--- config.mk ---
export PLATFORM = sky130hd
export DESIGN_NAME = hashed_name_table
export DESIGN_NICKNAME = d
export VERILOG_FILES = /design/src/hdl/hnt_pkg.sv /design/src/hdl/hnt_ctrl.sv /design/src/hdl/hnt_datapath.sv /design/src/hdl/hashed_name_table.sv
export SDC_FILE = /design/constraint.sdc
export NUM_CORES = 2
export LEC_CHECK = 0
export BUFFER_PORTS_ARGS = -buffer_cell sky130_fd_sc_hd__buf_2
export CORE_MARGIN = 10
export CORE_UTILIZATION = 45
export DETAILED_ROUTE_END_ITERATION = 6
export PLACE_DENSITY = 0.66
export SYNTH_ARGS = -nofsm -noshare
export SYNTH_HDL_FRONTEND = slang
export SYNTH_SLANG_ARGS = --single-unit
--- constraint.sdc ---
create_clock -name aclk -period 6.75 [get_ports aclk]
set_input_delay 0.675 -clock aclk [delete_from_list [all_inputs] [get_ports aclk]]
set_output_delay 0.675 -clock aclk [all_outputs]
set_load 0.01 [all_outputs]
--- src/hdl/hnt_pkg.sv ---
// hnt_pkg: shared types, constants and the case-folding function
// for the hashed name table; used by hnt_ctrl, hnt_datapath and hashed_name_table
package hnt_pkg;

    localparam int HASH_W   = 32;
    localparam int BYTE_W   = 8;
    localparam int VALUE_IN_W = 16;
    localparam int STATUS_W = 2;

    localparam logic [HASH_W-1:0] HASH_SEED = 32'd5381;

    localparam logic [BYTE_W-1:0] CHAR_UPPER_A = 8'h41;
    localparam logic [BYTE_W-1:0] CHAR_UPPER_Z = 8'h5a;
    localparam logic [BYTE_W-1:0] CASE_OFFSET  = 8'h20;

    localparam logic ACT_ADD  = 1'b0;
    localparam logic ACT_FIND = 1'b1;

    localparam logic [STATUS_W-1:0] ST_STORED    = 2'd0;
    localparam logic [STATUS_W-1:0] ST_FOUND     = 2'd1;
    localparam logic [STATUS_W-1:0] ST_NOT_FOUND = 2'd2;
    localparam logic [STATUS_W-1:0] ST_FULL      = 2'd3;

    typedef struct packed {
        logic take;
        logic take_last;
        logic read_en;
        logic scan_next;
        logic capture_hit;
        logic commit;
    } hnt_cmd_t;

    typedef struct packed {
        logic count_zero;
        logic scan_last;
        logic key_match;
        logic out_busy;
    } hnt_sts_t;

    function automatic logic [BYTE_W-1:0] fold_case(input logic [BYTE_W-1:0] b);
        logic [BYTE_W-1:0] r;
        r = b;
        if (b >= CHAR_UPPER_A && b <= CHAR_UPPER_Z) begin
            r = b + CASE_OFFSET;
        end
        return r;
    endfunction

endpackage

--- src/hdl/hnt_ctrl.sv ---
// hnt_ctrl: state machine that sequences byte intake, key scan and commit
// depends on hnt_pkg (command and status structs)
module hnt_ctrl
    import hnt_pkg::*;
(
    input  logic     aclk,
    input  logic     aresetn,
    input  logic     s_valid,
    input  logic     s_last,
    output logic     s_ready,
    input  hnt_sts_t sts,
    output hnt_cmd_t cmd
);

    localparam logic [1:0] S_IDLE   = 2'd0;
    localparam logic [1:0] S_READ   = 2'd1;
    localparam logic [1:0] S_CMP    = 2'd2;
    localparam logic [1:0] S_COMMIT = 2'd3;

    logic [1:0] state_reg;
    logic [1:0] state_next;

    assign s_ready = (state_reg == S_IDLE);

    always_comb begin
        state_next = state_reg;
        cmd = '0;
        unique case (state_reg)
            S_IDLE: begin
                cmd.take = s_valid;
                cmd.take_last = s_valid & s_last;
                if (s_valid && s_last) begin
                    state_next = sts.count_zero ? S_COMMIT : S_READ;
                end
            end
            S_READ: begin
                cmd.read_en = 1'b1;
                state_next = S_CMP;
            end
            S_CMP: begin
                priority if (sts.key_match) begin
                    cmd.capture_hit = 1'b1;
                    state_next = S_COMMIT;
                end else if (sts.scan_last) begin
                    state_next = S_COMMIT;
                end else begin
                    cmd.scan_next = 1'b1;
                    state_next = S_READ;
                end
            end
            S_COMMIT: begin
                if (!sts.out_busy) begin
                    cmd.commit = 1'b1;
                    state_next = S_IDLE;
                end
            end
            default: state_next = S_IDLE;
        endcase
    end

    always_ff @(posedge aclk) begin
        if (!aresetn) begin
            state_reg <= S_IDLE;
        end else begin
            state_reg <= state_next;
        end
    end

    // scan always ends in a commit before new bytes are taken
    a_cmp_from_read: assert property (@(posedge aclk) disable iff (!aresetn)
        (state_reg == S_CMP) |-> $past(state_reg) == S_READ)
        else $error("compare state entered without a table read");

    a_commit_leaves: assert property (@(posedge aclk) disable iff (!aresetn)
        cmd.commit |=> (state_reg == S_IDLE))
        else $error("controller did not return to idle after commit");

    a_commit_slot_free: assert property (@(posedge aclk) disable iff (!aresetn)
        cmd.commit |-> !sts.out_busy)
        else $error("commit while the result slot is held");

endmodule

--- src/hdl/hnt_datapath.sv ---
// hnt_datapath: running hash, key and value memories, scan pointer, entry count
// and the result register; depends on hnt_pkg, driven by hnt_ctrl commands
module hnt_datapath
    import hnt_pkg::*;
#(
    parameter int CAPACITY   = 64,
    parameter int VALUE_BITS = 16
) (
    input  logic                  aclk,
    input  logic                  aresetn,
    input  hnt_cmd_t              cmd,
    output hnt_sts_t              sts,
    input  logic                  in_action,
    input  logic [BYTE_W-1:0]     in_byte,
    input  logic                  in_present,
    input  logic [VALUE_IN_W-1:0] in_value,
    input  logic                  out_ready,
    output logic                  out_valid,
    output logic [STATUS_W-1:0]   out_status,
    output logic [VALUE_IN_W-1:0] out_value,
    output logic [HASH_W-1:0]     out_hash
);

    localparam int ADDR_W = (CAPACITY > 1) ? $clog2(CAPACITY) : 1;
    localparam int CNT_W  = $clog2(CAPACITY + 1);

    logic [HASH_W-1:0]     key_mem [CAPACITY];
    logic [VALUE_BITS-1:0] val_mem [CAPACITY];

    logic [HASH_W-1:0]     hash_reg;
    logic [HASH_W-1:0]     hash_next;
    logic [HASH_W-1:0]     key_reg;
    logic                  action_reg;
    logic [VALUE_BITS-1:0] value_reg;
    logic [VALUE_BITS-1:0] value_in;
    logic [ADDR_W-1:0]     addr_reg;
    logic [CNT_W-1:0]      count_reg;
    logic [CNT_W-1:0]      addr_inc;
    logic [HASH_W-1:0]     rd_key_reg;
    logic [VALUE_BITS-1:0] rd_val_reg;
    logic                  hit_reg;
    logic [ADDR_W-1:0]     hit_idx_reg;
    logic [VALUE_BITS-1:0] hit_val_reg;
    logic                  full;
    logic                  out_valid_reg;
    logic [STATUS_W-1:0]   out_status_reg;
    logic [VALUE_BITS-1:0] out_val_reg;
    logic [HASH_W-1:0]     out_hash_reg;
    logic                  add_new;
    logic                  val_we;
    logic [ADDR_W-1:0]     val_waddr;
    logic [STATUS_W-1:0]   status_next;

    generate
        if (VALUE_BITS <= VALUE_IN_W) begin : g_narrow
            assign value_in = in_value[VALUE_BITS-1:0];
            if (VALUE_BITS < VALUE_IN_W) begin : g_pad
                assign out_value = {{(VALUE_IN_W-VALUE_BITS){1'b0}}, out_val_reg};
            end else begin : g_same
                assign out_value = out_val_reg;
            end
        end else begin : g_wide
            assign value_in = {{(VALUE_BITS-VALUE_IN_W){1'b0}}, in_value};
            assign out_value = out_val_reg[VALUE_IN_W-1:0];
        end
    endgenerate

    // hash * 33 xor folded byte, when the byte is present
    always_comb begin
        hash_next = hash_reg;
        if (in_present) begin
            hash_next = ((hash_reg << 5) + hash_reg)
                      ^ {{(HASH_W-BYTE_W){1'b0}}, fold_case(in_byte)};
        end
    end

    assign addr_inc = CNT_W'(addr_reg) + CNT_W'(1);
    assign full = (count_reg == CNT_W'(CAPACITY));

    assign sts.count_zero = (count_reg == '0);
    assign sts.scan_last  = (addr_inc >= count_reg);
    assign sts.key_match  = (rd_key_reg == key_reg);
    assign sts.out_busy   = out_valid_reg & ~out_ready;

    assign add_new   = (action_reg == ACT_ADD) & ~hit_reg & ~full;
    assign val_we    = cmd.commit & (action_reg == ACT_ADD) & (hit_reg | ~full);
    assign val_waddr = hit_reg ? hit_idx_reg : count_reg[ADDR_W-1:0];

    always_comb begin
        if (action_reg == ACT_ADD) begin
            status_next = (hit_reg || !full) ? ST_STORED : ST_FULL;
        end else begin
            status_next = hit_reg ? ST_FOUND : ST_NOT_FOUND;
        end
    end

    // control registers
    always_ff @(posedge aclk) begin
        if (!aresetn) begin
            hash_reg      <= HASH_SEED;
            count_reg     <= '0;
            out_valid_reg <= 1'b0;
            hit_reg       <= 1'b0;
            addr_reg      <= '0;
        end else begin
            if (cmd.take_last) begin
                hash_reg <= HASH_SEED;
                hit_reg  <= 1'b0;
                addr_reg <= '0;
            end else if (cmd.take) begin
                hash_reg <= hash_next;
            end
            if (cmd.scan_next) begin
                addr_reg <= addr_reg + ADDR_W'(1);
            end
            if (cmd.capture_hit) begin
                hit_reg <= 1'b1;
            end
            if (cmd.commit && add_new) begin
                count_reg <= count_reg + CNT_W'(1);
            end
            if (cmd.commit) begin
                out_valid_reg <= 1'b1;
            end else if (out_ready) begin
                out_valid_reg <= 1'b0;
            end
        end
    end

    // payload registers
    always_ff @(posedge aclk) begin
        if (cmd.take_last) begin
            key_reg    <= hash_next;
            action_reg <= in_action;
            value_reg  <= value_in;
        end
        if (cmd.capture_hit) begin
            hit_idx_reg <= addr_reg;
            hit_val_reg <= rd_val_reg;
        end
        if (cmd.commit) begin
            out_status_reg <= status_next;
            out_hash_reg   <= key_reg;
            out_val_reg    <= (action_reg == ACT_FIND && hit_reg) ? hit_val_reg : '0;
        end
    end

    // table memories
    always_ff @(posedge aclk) begin
        if (cmd.commit && add_new) begin
            key_mem[count_reg[ADDR_W-1:0]] <= key_reg;
        end
        if (cmd.read_en) begin
            rd_key_reg <= key_mem[addr_reg];
        end
    end

    always_ff @(posedge aclk) begin
        if (val_we) begin
            val_mem[val_waddr] <= value_reg;
        end
        if (cmd.read_en) begin
            rd_val_reg <= val_mem[addr_reg];
        end
    end

    assign out_valid  = out_valid_reg;
    assign out_status = out_status_reg;
    assign out_hash   = out_hash_reg;

    a_count_bound: assert property (@(posedge aclk) disable iff (!aresetn)
        count_reg <= CNT_W'(CAPACITY))
        else $error("entry count beyond capacity");

    a_append_counts: assert property (@(posedge aclk) disable iff (!aresetn)
        (cmd.commit && add_new) |=> count_reg == $past(count_reg) + CNT_W'(1))
        else $error("append did not advance entry count");

    a_hash_reseed: assert property (@(posedge aclk) disable iff (!aresetn)
        cmd.take_last |=> hash_reg == HASH_SEED)
        else $error("running hash not reseeded after end of name");

    a_commit_free: assert property (@(posedge aclk) disable iff (!aresetn)
        cmd.commit |-> !(out_valid_reg && !out_ready))
        else $error("result overwritten before it was taken");

endmodule

--- src/hdl/hashed_name_table.sv ---
// hashed_name_table: name hash table top level, bytes in and one result per name out
// steps: a byte without end of name updates the running hash; at end of name the key scan
// reads stored entries one at a time up to a match or the last, then commits the result
// throughput: one name byte per cycle, new bytes wait until the scan has committed
// reset: running hash returns to 5381, table empty, no clearing pass, result slot empty
module hashed_name_table
    import hnt_pkg::*;
#(
    parameter int CAPACITY   = 64,
    parameter int VALUE_BITS = 16
) (
    input  logic        aclk,
    input  logic        aresetn,
    input  logic        s_axis_tvalid,
    output logic        s_axis_tready,
    input  logic [31:0] s_axis_tdata,  // name_byte, byte_present, entry_value, zero pad
    input  logic        s_axis_tuser,  // action
    input  logic        s_axis_tlast,
    output logic        m_axis_tvalid,
    input  logic        m_axis_tready,
    output logic [47:0] m_axis_tdata,  // found_value, name_hash
    output logic [1:0]  m_axis_tuser   // status
);

    hnt_cmd_t              cmd;
    hnt_sts_t              sts;
    logic [VALUE_IN_W-1:0] out_value;
    logic [HASH_W-1:0]     out_hash;

    hnt_ctrl u_ctrl (
        .aclk    (aclk),
        .aresetn (aresetn),
        .s_valid (s_axis_tvalid),
        .s_last  (s_axis_tlast),
        .s_ready (s_axis_tready),
        .sts     (sts),
        .cmd     (cmd)
    );

    hnt_datapath #(
        .CAPACITY   (CAPACITY),
        .VALUE_BITS (VALUE_BITS)
    ) u_datapath (
        .aclk       (aclk),
        .aresetn    (aresetn),
        .cmd        (cmd),
        .sts        (sts),
        .in_action  (s_axis_tuser),
        .in_byte    (s_axis_tdata[7:0]),
        .in_present (s_axis_tdata[8]),
        .in_value   (s_axis_tdata[24:9]),
        .out_ready  (m_axis_tready),
        .out_valid  (m_axis_tvalid),
        .out_status (m_axis_tuser),
        .out_value  (out_value),
        .out_hash   (out_hash)
    );

    assign m_axis_tdata = {out_hash, out_value};

endmodule
# Yosys cells after proc, flatten, opt, wreduce, memory -nomap -nowiden

Memory sizes are Yosys's and may differ from the RTL's. A register that Yosys moved wholly into a read port is not among the register bits.
Cells that the tools add are included.

Bits in registers: 170
Bits in writable memories: 3,072
Input port bits: 38
Output and inout port bits: 52
Logic and storage cells: 88
Memories: 2

Add/subtract/negate cells: 5
Order comparisons: 3
Equal/unequal tests: 7
Multiplexer cells: 31
Bitwise operators: 13
Reductions and logical operators: 13

Memories:

| memory             | words | width | rd ports | clocked after Yosys merged registers in | wr ports | RTL line           | text |
|---|---|---|---|---|---|---|---|
| u_datapath.key_mem | 64    | 32    | 1        | 1                                       | 1        | hnt_datapath.sv:27 | `logic [HASH_W-1:0] key_mem [CAPACITY];` |
| u_datapath.val_mem | 64    | 16    | 1        | 1                                       | 1        | hnt_datapath.sv:28 | `logic [VALUE_BITS-1:0] val_mem [CAPACITY];` |

Operators with widths:

| cell                  | count |
|---|---|
| $add A32 B32 Y32      | 1 |
| $eq A32 B32 Y1        | 1 |
| $mux W32              | 1 |
| $xor A32 B8 Y32       | 1 |
| $mux W2               | 10 |
| $mux W6               | 3 |
| $mux W8               | 2 |
| $mux W1               | 14 |
| $add A8 B6 Y8 const B | 1 |
| $ge A8 B7 Y1 const B  | 1 |
| $le A8 B7 Y1 const B  | 1 |
| $pmux W2 S4           | 1 |
| $add A6 B1 Y7 const B | 1 |
| $add A7 B1 Y7 const B | 1 |
| $eq A7 B7 Y1 const B  | 1 |
| $ge A7 B7 Y1          | 1 |
| $logic_not A7 Y1      | 1 |
| $add A6 B1 Y6 const B | 1 |
| $and A1 B1 Y1         | 6 |
| $reduce_bool A2 Y1    | 3 |
| $not A1 Y1            | 5 |
| $eq A2 B2 Y1 const B  | 2 |
| $logic_and A1 B1 Y1   | 4 |
| $eq A2 B1 Y1 const B  | 1 |
| other kinds (8)       | 8 |

# Depth between registers and ports, before layout

Depth after elaboration: 8
Depth in mapped cells: 17
Mapped depth without buffers: 11

# By module

Synthesis repeated with hierarchy kept, for this count alone.

Cells, all modules: 5,326
Area, all modules: 126,522.6 um^2

Modules (own cells, without submodules):

| module       | instances | cells each | area each (um^2) | sequential area each (um^2) |
|---|---|---|---|---|
| hnt_datapath | 1         | 5,309      | 126,383.7        | 98,264.2 |
| hnt_ctrl     | 1         | 17         | 138.9            | 40.0 |

# Worst setup path after synthesis

Ideal clock, no wire load.

Kind: input to register
Start: in m_axis_tready
End: mem u_datapath.key_mem[15][0], enable pin
Library setup time: 0.421 ns
Data arrival time: 5.452 ns
Data required time: 6.329 ns
Setup slack: 0.877 ns
Cell stages on the path: 7
Buffers on the path: 1
Cells stage by stage: nor2b_1 nor2_1 nand2_1 nor3_1 nand3_1 clkbuf_1 nor2_1

RTL lines:

| item        | RTL line                | text |
|---|---|---|
| from (decl) | hashed_name_table.sv:20 | `input logic m_axis_tready,` |
| to (decl)   | hnt_datapath.sv:27      |  |

# Worst setup path after layout

Start: reg u_datapath.count_reg[3]
End: mem u_datapath.key_mem[24][18], enable pin

Cells in the longest elaborated chain, start to end: 6

RTL lines:

| item                          | RTL line            | text |
|---|---|---|
| from (decl)                   | hnt_datapath.sv:37  | `logic [CNT_W-1:0] count_reg;` |
| from (signal assigned)        | hnt_datapath.sv:120 | `count_reg <= count_reg + CNT_W'(1);` |
| $eq A7 B7 Y1                  | hnt_datapath.sv:78  | `assign full = (count_reg == CNT_W'(CAPACITY));` |
| $not A1 Y1                    | hnt_datapath.sv:85  | `assign add_new = (action_reg == ACT_ADD) & ~hit_reg & ~full;` |
| $and A1 B1 Y1                 | hnt_datapath.sv:85  |  |
| $logic_and A1 B1 Y1           | hnt_datapath.sv:150 | `if (cmd.commit && add_new) begin` |
| $mux W1                       | hnt_datapath.sv:150 |  |
| $mux W1 (implied by the code) | hnt_datapath.sv:151 | `key_mem[count_reg[ADDR_W-1:0]] <= key_reg;` |

Parallel ways exist; a longest one is shown, timed or not.

==> results.toml <==
[placement]
io_buffers = 82
placedInstanceArea_um2 = 133000
gp_congestion = 0.831
place_hpwl_mm = 175

[worst_setup_path]
worst-setup-path-type = "reg -> reg"
cp_num_buf_inv = 0
cp_top_family = "simple AND/OR/NAND/NOR gates"
crit_top_cell = "nand2_1"
cp_cell_sequence = "or3_1 -> nor3b_1 -> nand2_1 -> nand2_1 -> nor2_1 -> nand2_1 -> nor2_4"
start_kind = "flip-flop"
crit_slowest_cell = "nor2_4"
crit_arrival_ns = 5.53
crit_fanout = 32
critPathCaptureType = "flip-flop"
reg2reg_setup_slack_ns = 1.72
critical_path.max_stage_delay_ns = 1.29
required_ns = 7.25

[drt]
num_vias = 57600
drc = 0
vias_per_cell = 5.96
dr.pass1.iters = 5
wire_per_inst_um = 31.1
drt.antenna.violating_nets = 0
first_iter_violations = 6981
drt-total-wl_mm = 300

[timing]
fin_crit_sh_pct = 74.6
setup_viol = 0
finalHoldViolCount = 0
worst_pin_slew_ns = 1.37
finClkSkew_ns = 0.0960
rsz0062_at_grt = "no"
slew_violations = 0
final.setup.tns_ns = 0
max_freq_mhz = 199
maxSlewHeadroom_pct = 8.47
fin_crit_ns = 5.03

[clock_network]
htree_levels = 5
cts_sinks = 3290
root_buffer = "clkbuf_16"
clk_pin_slew_ns = 0.06
cts_setup_buffers = 0
cts_max_path_buffers = 4
numCtsBuffers = 337
cts_tree = "built"
clock_latency_ns = 0.96

[layout]
largest_register_ffs = 2048
post-route-util_pct = 51.4
fill_cells = 21100
areaGrowthSynthToFinish_pct = 13.8
final_layout_size_suffix_gt1_share_pct = 31.7
layout.nets = 5728
finalInstanceArea_um2 = 144000

[yosys]
synth_area_per_cell_um2 = 24.0
seq_area_frac_synth_pct = 77.8
async_flop_share_pct = 0
syn-instance-count = 5262
synth_xor_xnor_area_share_pct = 0.534
synthMuxAreaShare_pct = 18.1
synth_warnings = 0
yosys-top-cells-area = "edfxtp_1 77%, mux4_2 18%, dfxtp_1 0.78%, nor2_1 0.50%, clkbuf_1 0.50%"
yosysTopAreaCell = "edfxtp_1"
synth_top_family_by_area = "multiplexers"
synth_enable_flop_cells = 3241
synth_flop_cell = "edfxtp_1"
synth_top_cell_area_share_pct = 77.1
synth-simple-area-share_pct = 1.31
synthAdderAreaFrac_pct = 0.382
syn_nets = 5338
synth_area_um2 = 126000
synth_seq_cells = 3290
yosysUniqueCellTypes = 59
synth_compound_area_share_pct = 0.870

[floorplan]
io-pin-count = 90
coreArea_um2 = 279000
initial_core_util_pct = 45.2
dieWidth_um = 550
std_cell_rows = 194
die-area_um2 = 302000
die_h_um = 550

[power]
peakVddDrop_v = 0.000214
power.leakage_nw = 43.2
p_per_area_nw_per_um2 = 288

[global_routing]
grt_pass1_wl_mm = 431
grt_max_degree = 141
grt_pass1_vias = 58300
grt_use_met3_pct = 3.47
grt_overflow = 0
busiest_layer = "met2"
antenna_found_initial = 10
met2_usage_pct = 31.9
grt_usage_pct = 19.6
grt_use_met1_pct = 27.0

[worst_hold_path]
hold_class = "in -> reg"

[outcome]
status = "finished, final reports clean"

[job]
cap_violations = 0
==> report_power, final <==
part	switching, mW	leakage [nW]	total [mW]	internal (mW)
combinational	0.519	8.24	0.651	0.133
clock	7.84	5.31	18.3	10.4
sequential	0.0540	29.6	22.5	22.5
total	8.41	43.2	41.5	33.0
==> logic make-up (layout without fill, tap and decap cells) <==
family | count (synthesis) | after routing
AOI/OAI and AO/OA | 165 | 165
xor gates and xnor gates | 77 | 77
adders and majority gates | 38 | 38
buffers and inverters | 286 | 954
DFF | 3290 | 3290
muxes | 1031 | 1031
other | 0 | 5
and+or+nand+nor | 375 | 375
==> final timing paths <==
check	startpoint	to	cells after the start
worst max-delay path	u_datapath.count_reg[3]	u_datapath.key_mem[24][18]	7
worst min-delay path	m_axis_tready	u_datapath.out_valid	3
worst max register to register	u_datapath.count_reg[3]	u_datapath.key_mem[24][18]	7
worst min register to register	u_datapath.rd_val_reg[0]	u_datapath.hit_val_reg[0]	0
==> stage by stage <==
| stage | power (mW) | hold slack, ns | instances | worst slack [ns] |
|---|---|---|---|---|
| 6_report | 41.5 | 0.126 | 9659 | 1.72 |
| 5_1_grt | 42.6 | 0.112 | 9657 | 1.46 |
| 4_1_cts | 41.7 | 0.0588 | 9654 | 1.76 |
| 3_5_place_dp | 23.6 | 0.421 | 9020 | 1.85 |
| 3_3_place_gp | 23.6 | 0.405 | 9020 | 1.88 |
| 2_1_floorplan | 23.3 | 0.400 | 5262 | 0.877 |
==> tightest hold or removal path: stages <==
cell      delay (ns)
buf_2           0.08
nand2b_1        0.11
a21boi_0        0.08
==> per-layer routing <==
metal / vias up / part of all wire [%] / wire [µm]
met4: 2 / 3.9 / 11600
met2: 2489 / 49 / 148000
met5: - / 0.0043 / 13
met3: 476 / 7.7 / 23000
li1: 23400 / - / -
met1: 31200 / 39 / 118000
==> area by class of cell <==
cell class                      instances  area [µm²]  share of cell area (%)
Antenna cell                            5        12.5                 0.00871
Clock buffer                          410        8800                    6.12
Clock inverter                        207        2110                    1.47
Inverter                               24        90.1                  0.0627
Multi-Input combinational cell       1686       27300                    19.0
Sequential cell                      3290       98300                    68.4
Tap cell                             3724        4660                    3.24
Timing Repair Buffer                  313        2390                    1.66
==> cells in the mapped netlist, drive strengths merged, types with 3 or more instances <==
cell	n
edfxtp	3241
mux4	1002
nor2	169
clkbuf	168
buf	94
nand2	94
xnor2	66
a21oi	56
dfxtp	49
ha	37
inv	24
and3	23
nand3	23
mux2	22
a21o	19
o21ai	18
nand4	13
nor2b	12
xor2	11
a211oi	10
and2	10
a21boi	9
nor3	8
mux2i	7
o211ai	7
o21a	7
o32ai	7
nand2b	6
or3	6
a22o	4
a211o	3
a31oi	3
nor4	3
o21bai	3
o22ai	3
==> timing repair <==
action,CTS,global route
hold endpoints to repair,17,0
resized for setup,0,0
hold buffers,17,0
==> cell usage in the layout (no fill, tap or decap), drive strengths merged, types with 5 or more instances in the layout <==
cell,Yosys,final
a211oi,10,10
a21boi,9,9
a21o,19,19
a21oi,56,56
and2,10,10
and3,23,23
buf,94,296
bufinv,0,27
clkbuf,168,410
clkinv,0,156
clkinvlp,0,11
dfxtp,49,49
diode,0,5
dlygate4sd3,0,17
edfxtp,3241,3241
ha,37,37
inv,24,37
mux2,22,22
mux2i,7,7
mux4,1002,1002
nand2,94,94
nand2b,6,6
nand3,23,23
nand4,13,13
nor2,169,169
nor2b,12,12
nor3,8,8
o211ai,7,7
o21a,7,7
o21ai,18,18
o32ai,7,7
or3,6,6
xnor2,66,66
xor2,11,11
No activity file was read; power rests on OpenSTA's default activity.
